## src/sv/lfpd_pkg.sv

```systemverilog
// Shared types and constants for the line-follow PD drive unit.
package lfpd_pkg;

   localparam int CSR_INDEX_W = 3;
   localparam int CSR_DATA_W  = 16;

   // Configuration register indexes
   localparam logic [CSR_INDEX_W-1:0] REG_TARGET_POSITION  = 3'd0;
   localparam logic [CSR_INDEX_W-1:0] REG_PROP_GAIN        = 3'd1;
   localparam logic [CSR_INDEX_W-1:0] REG_DERIV_GAIN       = 3'd2;
   localparam logic [CSR_INDEX_W-1:0] REG_BASE_SPEED_LEFT  = 3'd3;
   localparam logic [CSR_INDEX_W-1:0] REG_BASE_SPEED_RIGHT = 3'd4;
   localparam logic [CSR_INDEX_W-1:0] REG_SLOW_DIVISOR     = 3'd5;

   // Reset values of the configuration registers
   localparam logic signed [15:0] RST_TARGET_POSITION  = 16'sd0;
   localparam logic [7:0]         RST_PROP_GAIN        = 8'd40;
   localparam logic [7:0]         RST_DERIV_GAIN       = 8'd180;
   localparam logic [7:0]         RST_BASE_SPEED_LEFT  = 8'd255;
   localparam logic [7:0]         RST_BASE_SPEED_RIGHT = 8'd255;
   localparam logic [7:0]         RST_SLOW_DIVISOR     = 8'd1;

   // One quotient bit per divider step; quotients above 255 saturate
   localparam int DIV_STEPS  = 8;
   localparam int STEP_CNT_W = $clog2(DIV_STEPS);

   typedef struct packed {
      logic signed [15:0] target_position;
      logic [7:0]         prop_gain;
      logic [7:0]         deriv_gain;
      logic [7:0]         base_speed_left;
      logic [7:0]         base_speed_right;
      logic [7:0]         slow_divisor;
   } cfg_type;

   typedef enum logic [1:0] {
      DIV_LEFT,
      DIV_RIGHT,
      DIV_FINAL
   } div_sel_type;

   typedef enum logic [3:0] {
      ST_IDLE,
      ST_DIFF,
      ST_MULP,
      ST_MULD,
      ST_LOAD,
      ST_STEP,
      ST_STORE,
      ST_PREP,
      ST_DONE
   } state_type;

   typedef struct packed {
      logic        capture;
      logic        diff;
      logic        mulp;
      logic        muld;
      logic        div_load;
      logic        div_step;
      logic        div_store;
      logic        prep;
      logic        publish;
      div_sel_type div_sel;
   } cmd_type;

   typedef struct packed {
      logic need_final;
   } status_type;

endpackage

```

## src/sv/lfpd_ctrl.sv

```systemverilog
// Sequencer for the PD drive unit: handshakes, arithmetic phases and divider passes.
module lfpd_ctrl (
   input  logic                clock,
   input  logic                reset,
   input  logic                req_valid,
   output logic                req_ready,
   output logic                rsp_valid,
   input  logic                rsp_ready,
   input  lfpd_pkg::status_type status,
   output lfpd_pkg::cmd_type    cmd
);
   import lfpd_pkg::*;

   state_type                state_ff, state_in;
   div_sel_type              sel_ff, sel_in;
   logic [STEP_CNT_W-1:0]    cnt_ff, cnt_in;
   logic                     rsp_valid_ff, rsp_valid_in;

   always_ff @(posedge clock) begin
      if (reset) begin
         state_ff     <= ST_IDLE;
         sel_ff       <= DIV_LEFT;
         cnt_ff       <= '0;
         rsp_valid_ff <= 1'b0;
      end else begin
         state_ff     <= state_in;
         sel_ff       <= sel_in;
         cnt_ff       <= cnt_in;
         rsp_valid_ff <= rsp_valid_in;
      end
   end

   always_comb begin
      state_in  = state_ff;
      sel_in    = sel_ff;
      cnt_in    = cnt_ff;
      req_ready = 1'b0;
      cmd       = '0;
      cmd.div_sel = sel_ff;
      case (state_ff)
         ST_IDLE: begin
            req_ready = 1'b1;
            if (req_valid) begin
               cmd.capture = 1'b1;
               state_in    = ST_DIFF;
            end
         end
         ST_DIFF: begin
            cmd.diff = 1'b1;
            state_in = ST_MULP;
         end
         ST_MULP: begin
            cmd.mulp = 1'b1;
            state_in = ST_MULD;
         end
         ST_MULD: begin
            cmd.muld = 1'b1;
            sel_in   = DIV_LEFT;
            state_in = ST_LOAD;
         end
         ST_LOAD: begin
            cmd.div_load = 1'b1;
            cnt_in       = '0;
            state_in     = ST_STEP;
         end
         ST_STEP: begin
            cmd.div_step = 1'b1;
            cnt_in       = cnt_ff + 1'b1;
            if (cnt_ff == STEP_CNT_W'(DIV_STEPS - 1)) begin
               state_in = ST_STORE;
            end
         end
         ST_STORE: begin
            cmd.div_store = 1'b1;
            case (sel_ff)
               DIV_LEFT: begin
                  sel_in   = DIV_RIGHT;
                  state_in = ST_LOAD;
               end
               DIV_RIGHT: begin
                  state_in = status.need_final ? ST_PREP : ST_DONE;
               end
               default: begin
                  state_in = ST_DONE;
               end
            endcase
         end
         ST_PREP: begin
            cmd.prep = 1'b1;
            sel_in   = DIV_FINAL;
            state_in = ST_LOAD;
         end
         ST_DONE: begin
            if (!rsp_valid_ff || rsp_ready) begin
               cmd.publish = 1'b1;
               state_in    = ST_IDLE;
            end
         end
         default: begin
            state_in = ST_IDLE;
         end
      endcase
   end

   assign rsp_valid_in = cmd.publish | (rsp_valid_ff & ~rsp_ready);
   assign rsp_valid    = rsp_valid_ff;

endmodule

```

## src/sv/lfpd_datapath.sv

```systemverilog
// Error, PD products, serial divider and result register of the drive unit.
module lfpd_datapath (
   input  logic                 clock,
   input  logic                 reset,
   input  lfpd_pkg::cfg_type     cfg,
   input  lfpd_pkg::cmd_type     cmd,
   output lfpd_pkg::status_type  status,
   input  logic signed [15:0]    req_position,
   input  logic [7:0]            req_sensors_on_line,
   output logic [7:0]            rsp_left_speed,
   output logic [7:0]            rsp_right_speed,
   output logic                  rsp_left_reverse,
   output logic                  rsp_right_reverse
);
   import lfpd_pkg::*;

   logic signed [16:0] err_ff, last_err_ff;
   logic signed [17:0] deriv_ff;
   logic signed [24:0] prod_ff, prod_in, pg_ext, err_ext;
   logic signed [26:0] drive_ff, drive_in, dg_ext, deriv_ext;
   logic               lost_ff;

   logic [7:0]  div_eff;
   logic [7:0]  qa_ff, qb_ff, qc_ff;
   logic signed [27:0] num, num_c_ff, num_c_in, drive_x, mag_x;
   logic        lrev_c_ff, lrev_c_in, rrev_c_ff, rrev_c_in;

   logic [15:0] rem_ff;
   logic [14:0] dsh_ff;
   logic [7:0]  quo_ff;
   logic        neg_ff, sat_ff;
   logic        fits;
   logic [7:0]  div_result;

   logic [7:0]  ls_ff, rs_ff, ls_in, rs_in;
   logic        lr_ff, rr_ff, lr_in, rr_in;

   // Products at full precision, operands extended to the result width
   assign pg_ext    = $signed({17'b0, cfg.prop_gain});
   assign err_ext   = {{8{err_ff[16]}}, err_ff};
   assign prod_in   = pg_ext * err_ext;
   assign dg_ext    = $signed({19'b0, cfg.deriv_gain});
   assign deriv_ext = {{9{deriv_ff[17]}}, deriv_ff};
   assign drive_in  = {{2{prod_ff[24]}}, prod_ff} + dg_ext * deriv_ext;

   assign div_eff = (cfg.slow_divisor == 8'd0) ? 8'd1 : cfg.slow_divisor;

   always_ff @(posedge clock) begin
      if (reset) begin
         last_err_ff <= '0;
      end else if (cmd.diff) begin
         last_err_ff <= err_ff;
      end
   end

   // Choose the dividend; line lost halves the base speeds first
   always_comb begin
      case (cmd.div_sel)
         DIV_LEFT:  num = $signed({20'b0, lost_ff ? {1'b0, cfg.base_speed_left[7:1]}
                                                   : cfg.base_speed_left});
         DIV_RIGHT: num = $signed({20'b0, lost_ff ? {1'b0, cfg.base_speed_right[7:1]}
                                                   : cfg.base_speed_right});
         default:   num = num_c_ff;
      endcase
   end

   // Steering numerator and reverse bit from the drive sign and base quotients
   assign drive_x = {drive_ff[26], drive_ff};
   assign mag_x   = -drive_x;
   always_comb begin
      num_c_in  = '0;
      lrev_c_in = 1'b0;
      rrev_c_in = 1'b0;
      if (drive_x < 0) begin
         if (mag_x >= $signed({20'b0, qb_ff})) begin
            rrev_c_in = 1'b1;
            num_c_in  = mag_x - $signed({20'b0, cfg.base_speed_right});
         end else begin
            num_c_in  = $signed({20'b0, cfg.base_speed_right}) + drive_x;
         end
      end else begin
         if (drive_x >= $signed({20'b0, qa_ff})) begin
            lrev_c_in = 1'b1;
            num_c_in  = drive_x - $signed({20'b0, cfg.base_speed_left});
         end else begin
            num_c_in  = $signed({20'b0, cfg.base_speed_left}) - drive_x;
         end
      end
   end

   assign fits       = rem_ff >= {1'b0, dsh_ff};
   assign div_result = neg_ff ? 8'd0 : (sat_ff ? 8'hFF : quo_ff);

   always_comb begin
      ls_in = qa_ff;
      rs_in = qb_ff;
      lr_in = 1'b0;
      rr_in = 1'b0;
      if (lost_ff) begin
         lr_in = 1'b1;
         rr_in = 1'b1;
      end else if (drive_ff < 0) begin
         rs_in = qc_ff;
         rr_in = rrev_c_ff;
      end else if (drive_ff != '0) begin
         ls_in = qc_ff;
         lr_in = lrev_c_ff;
      end
   end

   always_ff @(posedge clock) begin
      if (cmd.capture) begin
         err_ff  <= {cfg.target_position[15], cfg.target_position}
                    - {req_position[15], req_position};
         lost_ff <= (req_sensors_on_line == 8'd0);
      end
      if (cmd.diff) begin
         deriv_ff <= {err_ff[16], err_ff} - {last_err_ff[16], last_err_ff};
      end
      if (cmd.mulp) begin
         prod_ff <= prod_in;
      end
      if (cmd.muld) begin
         drive_ff <= drive_in;
      end
      if (cmd.prep) begin
         num_c_ff  <= num_c_in;
         lrev_c_ff <= lrev_c_in;
         rrev_c_ff <= rrev_c_in;
      end
      if (cmd.div_load) begin
         neg_ff <= num[27];
         sat_ff <= !num[27] && (num[26:0] >= {11'b0, div_eff, 8'b0});
         rem_ff <= num[15:0];
         dsh_ff <= {div_eff, 7'b0};
         quo_ff <= '0;
      end
      if (cmd.div_step) begin
         if (fits) begin
            rem_ff <= rem_ff - {1'b0, dsh_ff};
         end
         quo_ff <= {quo_ff[6:0], fits};
         dsh_ff <= {1'b0, dsh_ff[14:1]};
      end
      if (cmd.div_store) begin
         case (cmd.div_sel)
            DIV_LEFT:  qa_ff <= div_result;
            DIV_RIGHT: qb_ff <= div_result;
            default:   qc_ff <= div_result;
         endcase
      end
      if (cmd.publish) begin
         ls_ff <= ls_in;
         rs_ff <= rs_in;
         lr_ff <= lr_in;
         rr_ff <= rr_in;
      end
   end

   assign status.need_final = !lost_ff && (drive_ff != '0);

   assign rsp_left_speed    = ls_ff;
   assign rsp_right_speed   = rs_ff;
   assign rsp_left_reverse  = lr_ff;
   assign rsp_right_reverse = rr_ff;

endmodule

```

## src/sv/line_follow_pd_drive_unit.sv

```systemverilog
// Top level of the line-follow PD drive unit: registers, sequencer and datapath.
// Sequence: an accepted request passes through the difference and product phases,
//   then three divider passes, or two when the line is lost or the drive is zero.
// Throughput: a new request is taken only after the last response is published; the
//   serial divider yields one quotient bit per cycle; a finished response waits in its
//   output register while the next request is taken.
// Reset: synchronous, active high; clears the sequencer, the response valid, the
//   stored previous error, and loads the register defaults.
module line_follow_pd_drive_unit (
   input  logic                                 clock,
   input  logic                                 reset,
   input  logic                                 req_valid,
   output logic                                 req_ready,
   input  logic signed [15:0]                   req_position,
   input  logic [7:0]                           req_sensors_on_line,
   output logic                                 rsp_valid,
   input  logic                                 rsp_ready,
   output logic [7:0]                           rsp_left_speed,
   output logic [7:0]                           rsp_right_speed,
   output logic                                 rsp_left_reverse,
   output logic                                 rsp_right_reverse,
   input  logic                                 csr_wen,
   input  logic [lfpd_pkg::CSR_INDEX_W-1:0]     csr_index,
   input  logic [lfpd_pkg::CSR_DATA_W-1:0]      csr_wdata
);
   import lfpd_pkg::*;

   cfg_type    cfg_ff, cfg_in;
   cmd_type    cmd;
   status_type status;

   // Register file: hold every value until written; ignore unknown indexes
   always_comb begin
      cfg_in = cfg_ff;
      if (csr_wen) begin
         case (csr_index)
            REG_TARGET_POSITION:  cfg_in.target_position  = $signed(csr_wdata);
            REG_PROP_GAIN:        cfg_in.prop_gain        = csr_wdata[7:0];
            REG_DERIV_GAIN:       cfg_in.deriv_gain       = csr_wdata[7:0];
            REG_BASE_SPEED_LEFT:  cfg_in.base_speed_left  = csr_wdata[7:0];
            REG_BASE_SPEED_RIGHT: cfg_in.base_speed_right = csr_wdata[7:0];
            REG_SLOW_DIVISOR:     cfg_in.slow_divisor     = csr_wdata[7:0];
            default: ;
         endcase
      end
   end

   always_ff @(posedge clock) begin
      if (reset) begin
         cfg_ff.target_position  <= RST_TARGET_POSITION;
         cfg_ff.prop_gain        <= RST_PROP_GAIN;
         cfg_ff.deriv_gain       <= RST_DERIV_GAIN;
         cfg_ff.base_speed_left  <= RST_BASE_SPEED_LEFT;
         cfg_ff.base_speed_right <= RST_BASE_SPEED_RIGHT;
         cfg_ff.slow_divisor     <= RST_SLOW_DIVISOR;
      end else begin
         cfg_ff <= cfg_in;
      end
   end

   // Sequencer: take a request, step through error, products and divider passes,
   // then publish once the response register is free
   lfpd_ctrl u_ctrl (
      .clock     (clock),
      .reset     (reset),
      .req_valid (req_valid),
      .req_ready (req_ready),
      .rsp_valid (rsp_valid),
      .rsp_ready (rsp_ready),
      .status    (status),
      .cmd       (cmd)
   );

   // Datapath: error and derivative, PD drive, divide speeds by the slow divisor,
   // clamp, and hold the response payload
   lfpd_datapath u_datapath (
      .clock               (clock),
      .reset               (reset),
      .cfg                 (cfg_ff),
      .cmd                 (cmd),
      .status              (status),
      .req_position        (req_position),
      .req_sensors_on_line (req_sensors_on_line),
      .rsp_left_speed      (rsp_left_speed),
      .rsp_right_speed     (rsp_right_speed),
      .rsp_left_reverse    (rsp_left_reverse),
      .rsp_right_reverse   (rsp_right_reverse)
   );

   // Never overwrite a response that is still waiting to be taken
   a_publish_free: assert property (@(posedge clock) disable iff (reset)
      cmd.publish |-> (!rsp_valid || rsp_ready))
      else $error("response published over an untaken response");

   // A divider pass is a load, exactly eight steps, then a store
   a_div_pass: assert property (@(posedge clock) disable iff (reset)
      cmd.div_load |=> cmd.div_step ##7 cmd.div_step ##1 cmd.div_store)
      else $error("divider pass does not run eight steps");

   // A request accepted now cannot be answered in the next cycle
   a_no_early_rsp: assert property (@(posedge clock) disable iff (reset)
      (req_valid && req_ready) |=> !cmd.publish)
      else $error("response published straight after a request");

endmodule

```

## config.mk

```make
export PLATFORM = sky130hd
export DESIGN_NAME = line_follow_pd_drive_unit
export DESIGN_NICKNAME = d
export VERILOG_FILES = /design/src/sv/lfpd_pkg.sv /design/src/sv/lfpd_ctrl.sv /design/src/sv/lfpd_datapath.sv /design/src/sv/line_follow_pd_drive_unit.sv
export SDC_FILE = /design/constraint.sdc
export NUM_CORES = 1
export LEC_CHECK = 0
export BUFFER_PORTS_ARGS = -buffer_cell sky130_fd_sc_hd__clkbuf_2
export CORE_MARGIN = 10
export CORE_UTILIZATION = 66
export CTS_CLUSTER_DIAMETER = 200
export CTS_CLUSTER_SIZE = 8
export DETAILED_ROUTE_END_ITERATION = 7
export PLACE_DENSITY = 0.84
export SLEW_MARGIN = 10
export SYNTH_ARGS = -nofsm -noshare
export SYNTH_HDL_FRONTEND = slang
export SYNTH_HIERARCHICAL = 1
export SYNTH_SLANG_ARGS = --single-unit
```

## constraint.sdc

```tcl
create_clock -name clock -period 14.2 [get_ports clock]
set_clock_uncertainty 0.05 [all_clocks]
set_input_delay 2.13 -clock clock [delete_from_list [all_inputs] [get_ports clock]]
set_output_delay 2.13 -clock clock [all_outputs]
set_load 0.02 [all_outputs]
```

==> metrics.cfg, run 1 <==
[sta]
setup_viol=0
post-route-min-period_ns=6.44
fmax_mhz=155
post-route-period-util_pct=45.3
layout_setup_ws_ns=7.76
worst_slew_pin_slew_ns=1.29
rsz0062_at_grt=false
slew_headroom_pct=14.1
finalHoldViolCount=0
drv_slew=0
setup_tns_ns=0

[place]
gp_congestion=0.950
detailed_place_hpwl_um=52800
portBuffers=67
pre_cts_ws_ns=7.85

[floorplan]
fp.dieH_um=224
ioPinCount=68
initial_core_util_pct=67.0
rows=74
core_area_mm2=0.0409
die_area_mm2=0.0501
die_w_um=224

[synthesis]
synth.most_common_cell=inv_1
synthTopCellsByCount=inv_1, fa_1, nand2_1
ys_ff_latch=284
synth_cell_type_count=89
synth_nets=3460
yosysSeqAreaShare_pct=27.4
synth.top_cell.area_share_pct=20.1
ys_top_cells_by_area=edfxtp_1, fa_1, ha_1, dfxtp_1, inv_1
yosys_most_used_dff=edfxtp_1
yosys_warnings=6
synth_edf_count=184
ys_async_sr_fraction_pct=0
synth.largest_area_cell=edfxtp_1
synth_area_mm2=0.0274
synth_cells=2946
avgSynthCellArea_um2=9.31

[grt]
grt_pass1_vias=22114
globalRouteTotalUtil_pct=27.0
antenna_found_initial=0
grt_first_pass_wirelength_um=111000
grt_max_degree=109
grt.overflow.total=0

[pwr]
p_leak_nw=13.2
powerDensity_mw_per_mm2=184
vdd_drop_max_uv=204
finalPower_w=0.00540

[hold_path]
hold_path_end=u_ctrl/cnt_ff[1]
whs_path_depth=2
hold_class=reg2reg
worstHoldStart=u_ctrl/cnt_ff[1]

[clock_tree]
cts_root_buffer=clkbuf_16
insertion_delay_ns=0.59
cts_buffer_depth=3
htree_levels=2
cts_made_buffers=41
cts_tree=done
post_cts_buffers=0
cts_sinks=284
path_clk_slew_ns=0.06
cts_resized=0
postCtsHoldBufs=0

[critical_path]
worstPathArrival_ns=6.70
cp-start-kind=register
r2r_slack_ns=7.76
cpPeakStageDelay_ns=0.72
reg2reg_from=cfg_ff[26]
reg2regPathDepth=21
path_delay_family=adder cells
cp.required_ns=14.46
crit_slowest_cell=dfxtp_1
reg2reg_to=u_datapath/drive_ff[26]
worst-path-max-fanout=19
path_class=reg2reg
cp-end-kind=register
path_cells=nand2_1 -> fa_1 -> inv_1 -> fa_1 -> inv_1 -> fa_1 -> inv_1 -> fa_1 -> inv_1 -> fa_1 -> inv_1 -> ha_1 -> nor3_1 -> o21ai_0 -> o21ai_0 -> a311oi_1 -> a221oi_1 -> o31ai_1 -> a211o_1 -> a21oi_1 -> xnor2_1
critical_path_buf_inv_count=5

[routing]
drtAntennaViolNets=0
remaining_drc_errors=0
drt-total-wl_um=68000
wl_per_cell_um=19.3
vias=21216
drt_iter0_drc=1787
first_pass_iters=8
drt-vias-per-instance=6.01

[finish]
drive_above_1_share_pct=5.54
synthToLayoutAreaGrowth_pct=6.98
nets=3489

[run]
cap_viol_max_count=0

[status]
status=complete, no violations

## layout by cell type (no fill, tap or decap), types with 15 or more instances in the layout
master	instances
nand2_1	239
or3_1	24
xor2_1	40
clkbuf_16	42
o21ai_0	125
clkbuf_2	66
nor2b_1	32
xnor2_1	104
inv_1	448
a21oi_1	115
and2_1	197
nand4_1	16
buf_4	15
nand3_1	37
ha_1	217
nand2b_1	77
dfxtp_1	100
clkbuf_1	22
a21o_1	25
nor3_1	67
edfxtp_1	184
o211ai_1	16
nor2_1	190
mux2i_1	104
a211oi_1	18
nor4_1	17
fa_1	249
## area by class of cell
type	count	area (um^2)
Multi-Input combinational cell	2117	17800
Fill cell	2917	11600
Sequential cell	284	7530
Inverter	449	1690
Clock buffer	64	1130
Tap cell	532	666
Timing Repair Buffer	82	448
Clock inverter	3	62.6
Antenna cell	1	2.50
## worst register-to-register path, cell delays in order, from the launching register on
cell and delay [ns]:
dfxtp_1 0.72, nand2_1 0.18, fa_1 0.57, inv_1 0.06, fa_1 0.50, inv_1 0.06
fa_1 0.49, inv_1 0.06, fa_1 0.54, inv_1 0.06, fa_1 0.49, inv_1 0.04
ha_1 0.34, nor3_1 0.07, o21ai_0 0.17, o21ai_0 0.14, a311oi_1 0.48, a221oi_1 0.24
o31ai_1 0.48, a211o_1 0.20, a21oi_1 0.08, xnor2_1 0.14
## cell families (layout without fill, tap and decap cells)
| family | Yosys count | after routing | share of synthesized area (%) |
|---|---|---|---|
| flip-flops | 284 | 284 | 27.4 |
| AO/OA/AOI/OAI | 433 | 433 | 9.97 |
| adder cells (fa/ha/maj) | 466 | 466 | 28.1 |
| buffers and inverters | 545 | 598 | 7.67 |
| multiplexers | 107 | 107 | 3.92 |
| other | 0 | 1 | 0 |
| XOR/XNOR | 144 | 144 | 4.60 |
| AND/OR/NAND/NOR | 967 | 967 | 18.3 |
## sequential cells by signal, indices dropped and copies added, names as in the netlist, 2 cells and up
register / count
cfg_ff: 56
u_datapath/num_c_ff: 28
u_datapath/drive_ff: 27
u_datapath/prod_ff: 25
u_datapath/deriv_ff: 18
u_datapath/err_ff: 17
u_datapath/last_err_ff: 17
u_datapath/rem_ff: 16
u_datapath/dsh_ff: 15
u_datapath/qa_ff: 8
u_datapath/qb_ff: 8
u_datapath/qc_ff: 8
u_datapath/quo_ff: 8
u_datapath/rsp_left_speed: 8
u_datapath/rsp_right_speed: 8
u_ctrl/state_ff: 4
u_ctrl/cnt_ff: 3
u_ctrl/sel_ff: 2
## power breakdown
| group | switching [W] | leakage, nW | internal, W | total [W] |
|---|---|---|---|---|
| clock | 0.000385 | 0.569 | 0.000547 | 0.000932 |
| combinational | 0.00185 | 10.2 | 0.00140 | 0.00325 |
| sequential | 0.000103 | 2.50 | 0.00112 | 0.00122 |
## metrics by stage
step,instances,utilization [%],instance area [um^2],hold WS (ns)
after floorplan,2946,-,27400,0.386
after global placement,3464,68.8,28100,0.392
after detailed placement,3464,68.8,28100,0.404
after CTS,3531,71.7,29300,0.411
after global routing,3531,71.7,29300,0.447
final,3532,71.7,29300,0.407
## worst max-delay path by stage
stage / endpoint / startpoint / cells after the start
6_report: u_datapath/drive_ff[26] / cfg_ff[26] / 21
5_1_grt: u_datapath/drive_ff[26] / cfg_ff[26] / 21
4_1_cts: u_datapath/drive_ff[26] / cfg_ff[26] / 21
2_1_floorplan: u_datapath/drive_ff[26] / cfg_ff[26] / 21
3_5_place_dp: u_datapath/drive_ff[26] / cfg_ff[26] / 21
3_3_place_gp: u_datapath/drive_ff[26] / cfg_ff[26] / 21
## layer usage
metal | GRT usage (%) | part of all wire, % | vias to the layer above
li1 | - | - | 9843
met1 | 31.4 | 38 | 10323
met2 | 47.6 | 51 | 862
met3 | 4.82 | 6.5 | 188
met4 | 12.2 | 4.6 | 0
met5 | 0 | 0 | -
Power figures use the tool's default switching activity.
==> run 2, diff against run 1 <==
--- a/config.mk
+++ b/config.mk
@@ -7,11 +7,11 @@
 export LEC_CHECK = 0
 export BUFFER_PORTS_ARGS = -buffer_cell sky130_fd_sc_hd__clkbuf_2
 export CORE_MARGIN = 10
-export CORE_UTILIZATION = 66
+export CORE_UTILIZATION = 59
 export CTS_CLUSTER_DIAMETER = 200
 export CTS_CLUSTER_SIZE = 8
 export DETAILED_ROUTE_END_ITERATION = 7
-export PLACE_DENSITY = 0.84
+export PLACE_DENSITY = 0.79
 export SLEW_MARGIN = 10
 export SYNTH_ARGS = -nofsm -noshare
 export SYNTH_HDL_FRONTEND = slang
==> constraint.sdc (replaced) <==
create_clock -name clock -period 5.2 [get_ports clock]
set_clock_uncertainty 0.05 [all_clocks]
set_input_delay 0.78 -clock clock [delete_from_list [all_inputs] [get_ports clock]]
set_output_delay 0.78 -clock clock [all_outputs]
set_load 0.02 [all_outputs]
==> metrics.cfg, run 2 (synthesis gave the netlist of run 1 again) <==
[routing]
wl_per_cell_um=18.4  ; was 19.3 um
drt_iter0_drc=1555  ; was 1787
remaining_drc_errors=0  ; unchanged
met3_length_um=3140  ; was 4410 um
vias=21561  ; was 21216
first_pass_iters=6  ; was 8
drt-vias-per-instance=5.71  ; was 6.01
wl_met1_um=28000  ; was 26100 um
drt-total-wl_um=69600  ; was 68000 um
drtAntennaViolNets=0  ; unchanged
route.met2.wl_um=35800  ; was 34400 um
topRoutingLayerUsed=met4  ; unchanged

[hold_path]
whs_path_depth=3  ; was 2
worstHoldStart=csr_wdata[10]  ; was u_ctrl/cnt_ff[1]
hold_class=in2reg  ; was reg2reg
hold_path_end=cfg_ff[50]  ; was u_ctrl/cnt_ff[1]

[grt]
antenna_found_initial=0  ; unchanged
grt_max_degree=75  ; was 109
grt_pass1_vias=22453  ; was 22114
grt_first_pass_wirelength_um=113000  ; was 111000 um
grt.overflow.total=0  ; unchanged
globalRouteTotalUtil_pct=24.4  ; was 27.0%

[finish]
final_common_cell=inv_1  ; unchanged
synthToLayoutAreaGrowth_pct=14.2  ; was 6.98%
largest_reg_flops=56  ; unchanged
nets=3669  ; was 3489
layout.cells.most_common_list=inv_1, fa_1, nand2_1  ; unchanged
finish.utilization_pct=68.6  ; was 71.7%
antennaDiodeCount=0  ; was 1
top_regs=cfg_ff x56, u_datapath/num_c_ff x28, u_datapath/drive_ff x27  ; unchanged
drive_above_1_share_pct=14.0  ; was 5.54%
top_register=cfg_ff  ; unchanged

[clock_tree]
htree_levels=2  ; unchanged
cts_buffer_depth=3  ; unchanged
cts_root_buffer=clkbuf_16  ; unchanged
cts_sinks=284  ; unchanged
path_clk_slew_ns=0.05  ; was 0.06 ns
postCtsHoldBufs=0  ; unchanged
cts_tree=done  ; unchanged
cts_made_buffers=41  ; unchanged
insertion_delay_ns=0.57  ; was 0.59 ns

[critical_path]
cp.required_ns=5.45  ; was 14.46 ns
crit_slowest_cell=fa_1  ; was dfxtp_1
worstSetupStartpoint=u_datapath/deriv_ff[4]  ; was cfg_ff[26]
r2r_slack_ns=-0.28  ; was 7.76 ns
reg2regPathDepth=21  ; unchanged
worstPathArrival_ns=5.73  ; was 6.70 ns
cpPeakStageDelay_ns=0.55  ; was 0.72 ns
worst-path-max-fanout=5  ; was 19
cp-start-kind=register  ; unchanged
crit_top_cell=fa_1
reg2reg_from=u_datapath/deriv_ff[4]  ; was cfg_ff[26]
path_cells=buf_4 -> nand2_1 -> fa_1 -> inv_1 -> fa_1 -> ha_1 -> fa_1 -> inv_1 -> fa_1 -> inv_1 -> ha_1 -> nor3_1 -> nor2_1 -> o41ai_2 -> buf_4 -> a311oi_4 -> a221oi_2 -> o31ai_2 -> a211o_1 -> a21oi_2 -> xnor2_1  ; was nand2_1 -> fa_1 -> inv_1 -> fa_1 -> inv_1 -> fa_1 -> inv_1 -> fa_1 -> inv_1 -> fa_1 -> inv_1 -> ha_1 -> nor3_1 -> o21ai_0 -> o21ai_0 -> a311oi_1 -> a221oi_1 -> o31ai_1 -> a211o_1 -> a21oi_1 -> xnor2_1
path_class=reg2reg  ; unchanged
reg2reg_to=u_datapath/drive_ff[26]  ; unchanged
cp-end-kind=register  ; unchanged

[status]
status=complete, but fails checks  ; was complete, no violations
violations=setup timing

[sta]
setup_tns_ns=-0.699  ; was 0 ns
fmax_mhz=182  ; was 155 MHz
setup_viol=6  ; was 0
fin_hold_ws_ns=0.401  ; was 0.407 ns
worst_slew_pin_slew_ns=1.11  ; was 1.29 ns
finalHoldViolCount=0  ; unchanged
rsz0062_at_grt=true  ; was false
post-route-period-util_pct=105  ; was 45.3%
drv_slew=0  ; unchanged
post-route-min-period_ns=5.48  ; was 6.44 ns
layout_setup_ws_ns=-0.280  ; was 7.76 ns
slew_headroom_pct=26.1  ; was 14.1%

[floorplan]
die_w_um=236  ; was 224 um
fp.dieH_um=236  ; was 224 um
core_area_mm2=0.0457  ; was 0.0409 mm^2
ioPinCount=68  ; unchanged
die_area_mm2=0.0555  ; was 0.0501 mm^2
rows=78  ; was 74
initial_core_util_pct=60.0  ; was 67.0%

[place]
detailed_place_hpwl_um=54800  ; was 52800 um
gp_congestion=0.912  ; was 0.950
portBuffers=67  ; unchanged

[pwr]
powerDensity_mw_per_mm2=580  ; was 184 mW/mm^2
p_leak_nw=14.2  ; was 13.2 nW
vdd_drop_max_uv=860  ; was 204 uV

[run]
cap_viol_max_count=0  ; unchanged

==> run 2: cell count changes in the layout (fill, tap and decap cells not counted), moves of 9 or more <==
cell,previous run,this run
inv_1,448,433
buf_4,15,182
o21ai_0,125,113
dfxtp_1,100,90
ha_4,0,11
inv_2,0,15
buf_6,0,10
ha_1,217,206
nand2_1,239,230
==> run 2: stage by stage <==
step	setup WS, ns	cells	power (W)	instance area (um^2)
6_report	-0.280	3777	0.0182	31300
5_1_grt	-0.408	3777	0.0197	31300
4_1_cts	-0.258	3765	0.0170	30900
3_5_place_dp	-0.381	3683	0.0142	29600
3_3_place_gp	-0.229	3683	0.0137	29600
2_1_floorplan	0.000605	2946	0.0109	27700
==> run 2: final cells by class <==
class / instances / area [um^2]
clock inverter: 3 / 66.3
clock buffer: 62 / 1130
multi-input combinational: 2117 / 18300
inverter: 449 / 1690
sequential: 284 / 7550
tap: 600 / 751
fill: 3390 / 14300
timing repair buffer: 262 / 1870
==> run 2: worst max path at each step <==
stage                                    to  slack [ns]  cells after the start
global placement    u_datapath/drive_ff[26]       -0.23                     19
global route        u_datapath/drive_ff[26]       -0.41                     21
floorplan           u_datapath/drive_ff[26]      0.0006                     21
detailed placement  u_datapath/drive_ff[26]       -0.38                     19
finish              u_datapath/drive_ff[26]       -0.28                     21
CTS                 u_datapath/drive_ff[26]       -0.26                     22
==> run 2: critical path: cells and delay by family (launching register included) <==
family                   cells  cell delay (ns)
adder cells (fa/ha/maj)      6             2.67
AND/OR/NAND/NOR              3             0.37
XOR/XNOR                     1             0.08
AO/OA/AOI/OAI                6             1.05
buffers and inverters        5             0.56
flip-flops                   1             0.46
==> run 2: per-layer routing <==
metal / vias to the layer above / GRT usage [%]
li1: 10199 / -
met2: 648 / 44.1
met5: - / 0
met1: 10561 / 28.8
met4: 0 / 9.01
met3: 153 / 3.35
==> run 2: timing repair <==
item,in CTS,in global routing
buffers inserted,19,14
cloned,0,0
hold endpoints to repair,0,0
pin swaps,43,33
endpoints found under the setup margin,10,21
resized for setup,32,73
==> run 2: where the power goes <==
part | switching, W | internal (W)
registers | 0.000230 | 0.00305
clock network | 0.00102 | 0.00149
logic | 0.00628 | 0.00611
==> run 3, diff against run 2 <==
--- a/config.mk
+++ b/config.mk
@@ -6,7 +6,7 @@
 export NUM_CORES = 1
 export LEC_CHECK = 0
 export BUFFER_PORTS_ARGS = -buffer_cell sky130_fd_sc_hd__clkbuf_2
-export CORE_MARGIN = 10
+export CORE_MARGIN = 8
 export CORE_UTILIZATION = 59
 export CTS_CLUSTER_DIAMETER = 200
 export CTS_CLUSTER_SIZE = 8
==> constraint.sdc (replaced) <==
create_clock -name clock -period 5.2 [get_ports clock]
set_clock_uncertainty 0.05 [all_clocks]
set_input_delay 0.78 -clock clock [delete_from_list [all_inputs] [get_ports clock]]
set_output_delay 0.78 -clock clock [all_outputs]
set_load 0.05 [all_outputs]
==> metrics.cfg, run 3 (synthesis gave the netlist of run 1 again) <==
[pwr]
switchingPower_w=0.00731  ; was 0.00753 W
p_sw_share_pct=41.0  ; was 41.4%
p_leak_nw=14.2  ; about the same
p_seq_share_pct=18.4  ; was 18.0%
clkPwrFrac_pct=14.2  ; was 13.8%
powerDensity_mw_per_mm2=571  ; was 580 mW/mm^2
p_int_w=0.0105  ; was 0.0106 W
vdd_drop_max_uv=817  ; was 860 uV
p_comb_share_pct=67.4  ; was 68.1%

[critical_path]
worst-path-max-fanout=4  ; was 5
cp-end-kind=register  ; unchanged
reg2regPathDepth=21  ; unchanged
crit_top_cell=a21o_1  ; was fa_1
path_cells=buf_6 -> buf_4 -> and2_1 -> ha_1 -> fa_1 -> fa_1 -> fa_1 -> inv_1 -> fa_1 -> inv_2 -> ha_4 -> a21o_1 -> a21o_1 -> a21o_1 -> a21o_1 -> a221oi_4 -> o31ai_4 -> buf_4 -> a21o_1 -> a21oi_2 -> xnor2_1  ; was buf_4 -> nand2_1 -> fa_1 -> inv_1 -> fa_1 -> ha_1 -> fa_1 -> inv_1 -> fa_1 -> inv_1 -> ha_1 -> nor3_1 -> nor2_1 -> o41ai_2 -> buf_4 -> a311oi_4 -> a221oi_2 -> o31ai_2 -> a211o_1 -> a21oi_2 -> xnor2_1
r2r_slack_ns=-0.31  ; was -0.28 ns
critical_path_buf_inv_count=5  ; unchanged
reg2reg_from=u_datapath/deriv_ff[7]  ; was u_datapath/deriv_ff[4]
cp-endpoint=u_datapath/drive_ff[24]  ; was u_datapath/drive_ff[26]
path_class=reg2reg  ; unchanged
cp.depth=21  ; unchanged
worstPathArrival_ns=5.77  ; was 5.73 ns
worstSetupStartpoint=u_datapath/deriv_ff[7]  ; was u_datapath/deriv_ff[4]
cp.required_ns=5.46  ; was 5.45 ns
cp-start-kind=register  ; unchanged
crit_slowest_cell=fa_1  ; unchanged
cpPeakStageDelay_ns=0.57  ; was 0.55 ns
reg2reg_to=u_datapath/drive_ff[24]  ; was u_datapath/drive_ff[26]
path_delay_family=adder cells  ; unchanged

[grt]
grt_first_pass_wirelength_um=112000  ; was 113000 um
grt_max_degree=76  ; was 75
grt_pass1_vias=22591  ; was 22453
grt.overflow.total=0  ; unchanged
globalRouteTotalUtil_pct=25.5  ; was 24.4%
antenna_found_initial=0  ; unchanged

[clock_tree]
cts_tree=done  ; unchanged
cts_sinks=284  ; unchanged
cts_made_buffers=41  ; unchanged
cts_root_buffer=clkbuf_16  ; unchanged
htree_levels=2  ; unchanged
insertion_delay_ns=0.58  ; was 0.57 ns
path_clk_slew_ns=0.05  ; about the same
cts_buffer_depth=3  ; unchanged

[sta]
layout_setup_ws_ns=-0.305  ; was -0.280 ns
rsz0062_at_grt=true  ; unchanged
setup_viol=8  ; was 6
drv_slew=0  ; unchanged
slew_headroom_pct=22.0  ; was 26.1%
worst_slew_pin_slew_ns=1.17  ; was 1.11 ns
fin_hold_ws_ns=0.408  ; was 0.401 ns
post-route-min-period_ns=5.51  ; was 5.48 ns
finalHoldViolCount=0  ; unchanged
post-route-period-util_pct=106  ; was 105%
fmax_mhz=182  ; about the same

[floorplan]
fp.dieH_um=232  ; was 236 um
rows=79  ; was 78
core_area_mm2=0.0463  ; was 0.0457 mm^2
ioPinCount=68  ; unchanged
initial_core_util_pct=59.3  ; was 60.0%
die_w_um=232  ; was 236 um
die_area_mm2=0.0536  ; was 0.0555 mm^2

[finish]
largest_reg_flops=56  ; unchanged
layout.cells.most_common_list=inv_1, fa_1, nand2_1  ; unchanged
antennaDiodeCount=0  ; unchanged
drive_above_1_share_pct=13.2  ; was 14.0%
finish.utilization_pct=67.4  ; was 68.6%
instances_no_fill=3789  ; was 3777
top_regs=cfg_ff x56, u_datapath/num_c_ff x28, u_datapath/drive_ff x27  ; unchanged
fillerInstances=3474  ; was 3390
top_register=cfg_ff  ; unchanged
nets=3672  ; was 3669
synthToLayoutAreaGrowth_pct=13.8  ; was 14.2%
final_common_cell=inv_1  ; unchanged

[routing]
drt_iter0_drc=1481  ; was 1555
drt-total-wl_um=68900  ; was 69600 um
drtAntennaViolNets=0  ; unchanged
remaining_drc_errors=0  ; unchanged
drt-vias-per-instance=5.74  ; was 5.71
vias=21755  ; was 21561
wl_per_cell_um=18.2  ; was 18.4 um
first_pass_iters=8  ; was 6

[run]
cap_viol_max_count=0  ; unchanged

[hold_path]
hold_class=in2reg  ; unchanged

[place]
gp_congestion=0.939  ; was 0.912
pre_cts_ws_ns=-0.416  ; was -0.381 ns
portBuffers=67  ; unchanged
detailed_place_hpwl_um=54400  ; was 54800 um
place_inst=3694  ; was 3683

[status]
status=complete, but fails checks  ; unchanged
violations=setup timing  ; unchanged

[run 3: power by group through the flow]
| stage | Clock, W | Sequential, W | Combinational (W) |
|---|---|---|---|
| after global routing | 0.00266 | 0.00330 | 0.0134 |
| final | 0.00253 | 0.00328 | 0.0120 |
| after CTS | 0.00257 | 0.00328 | 0.0116 |
| after global placement | 0 | 0.00331 | 0.0104 |
| after detailed placement | 0 | 0.00332 | 0.0109 |
| after floorplan | 0 | 0.00320 | 0.00768 |
[run 3: repair_timing]
| item | 4_1_cts | 5_1_grt |
|---|---|---|
| endpoints found under the setup margin | 9 | 20 |
| hold buffers | 0 | 0 |
| endpoints found under the hold margin | 0 | 0 |
| setup buffers | 15 | 15 |
| gates resized for setup | 26 | 30 |
| pin swaps | 16 | 28 |
[run 3: worst register-to-register path, delay by kind of cell, from the launching register on]
| family | cells | cell delay (ns) |
|---|---|---|
| buffers and inverters | 5 | 0.54 |
| XOR/XNOR | 1 | 0.08 |
| flip-flops | 1 | 0.45 |
| AND/OR/NAND/NOR | 1 | 0.15 |
| AO/OA/AOI/OAI | 8 | 1.49 |
| adder cells (fa/ha/maj) | 6 | 2.51 |
[run 3: worst min path at each step]
stage                     startpoint                to  slack, ns  depth (start not counted)
finish                 csr_wdata[11]        cfg_ff[51]       0.41                          3
global route           csr_wdata[11]        cfg_ff[51]       0.40                          3
CTS                    csr_wdata[11]        cfg_ff[51]       0.40                          3
detailed placement  u_ctrl/cnt_ff[2]  u_ctrl/cnt_ff[2]       0.40                          2
global placement    u_ctrl/cnt_ff[1]  u_ctrl/cnt_ff[1]       0.39                          2
floorplan           u_ctrl/cnt_ff[1]  u_ctrl/cnt_ff[1]       0.39                          2
[run 3: per-layer routing]
| metal | part of all wire [%] | up-vias | wire, um | global-route usage [%] |
|---|---|---|---|---|
| li1 | - | 10216 | - | - |
| met1 | 39 | 10662 | 27200 | 30.1 |
| met2 | 50 | 663 | 34600 | 45.3 |
| met3 | 5.1 | 214 | 3500 | 3.18 |
| met4 | 5.2 | 0 | 3600 | 12.7 |
| met5 | 0 | - | 0 | 0 |
[run 3: area by class of cell]
class / instances / area (um^2) / share of cell area (%)
sequential: 284 / 7550 / 24.2
tap: 607 / 759 / 2.43
multi-input combinational: 2117 / 18100 / 58.1
inverter: 449 / 1690 / 5.40
clock buffer: 64 / 1130 / 3.63
timing repair buffer: 265 / 1870 / 6.01
clock inverter: 3 / 66.3 / 0.213
[run 3: metrics by stage]
step,total power (W),area (um^2),TNS [ns]
6_report,0.0178,31200,-0.957
4_1_cts,0.0174,31000,-0.742
2_1_floorplan,0.0109,27700,0
3_5_place_dp,0.0142,29600,-1.79
5_1_grt,0.0193,31200,-2.60
3_3_place_gp,0.0137,29600,-0.565
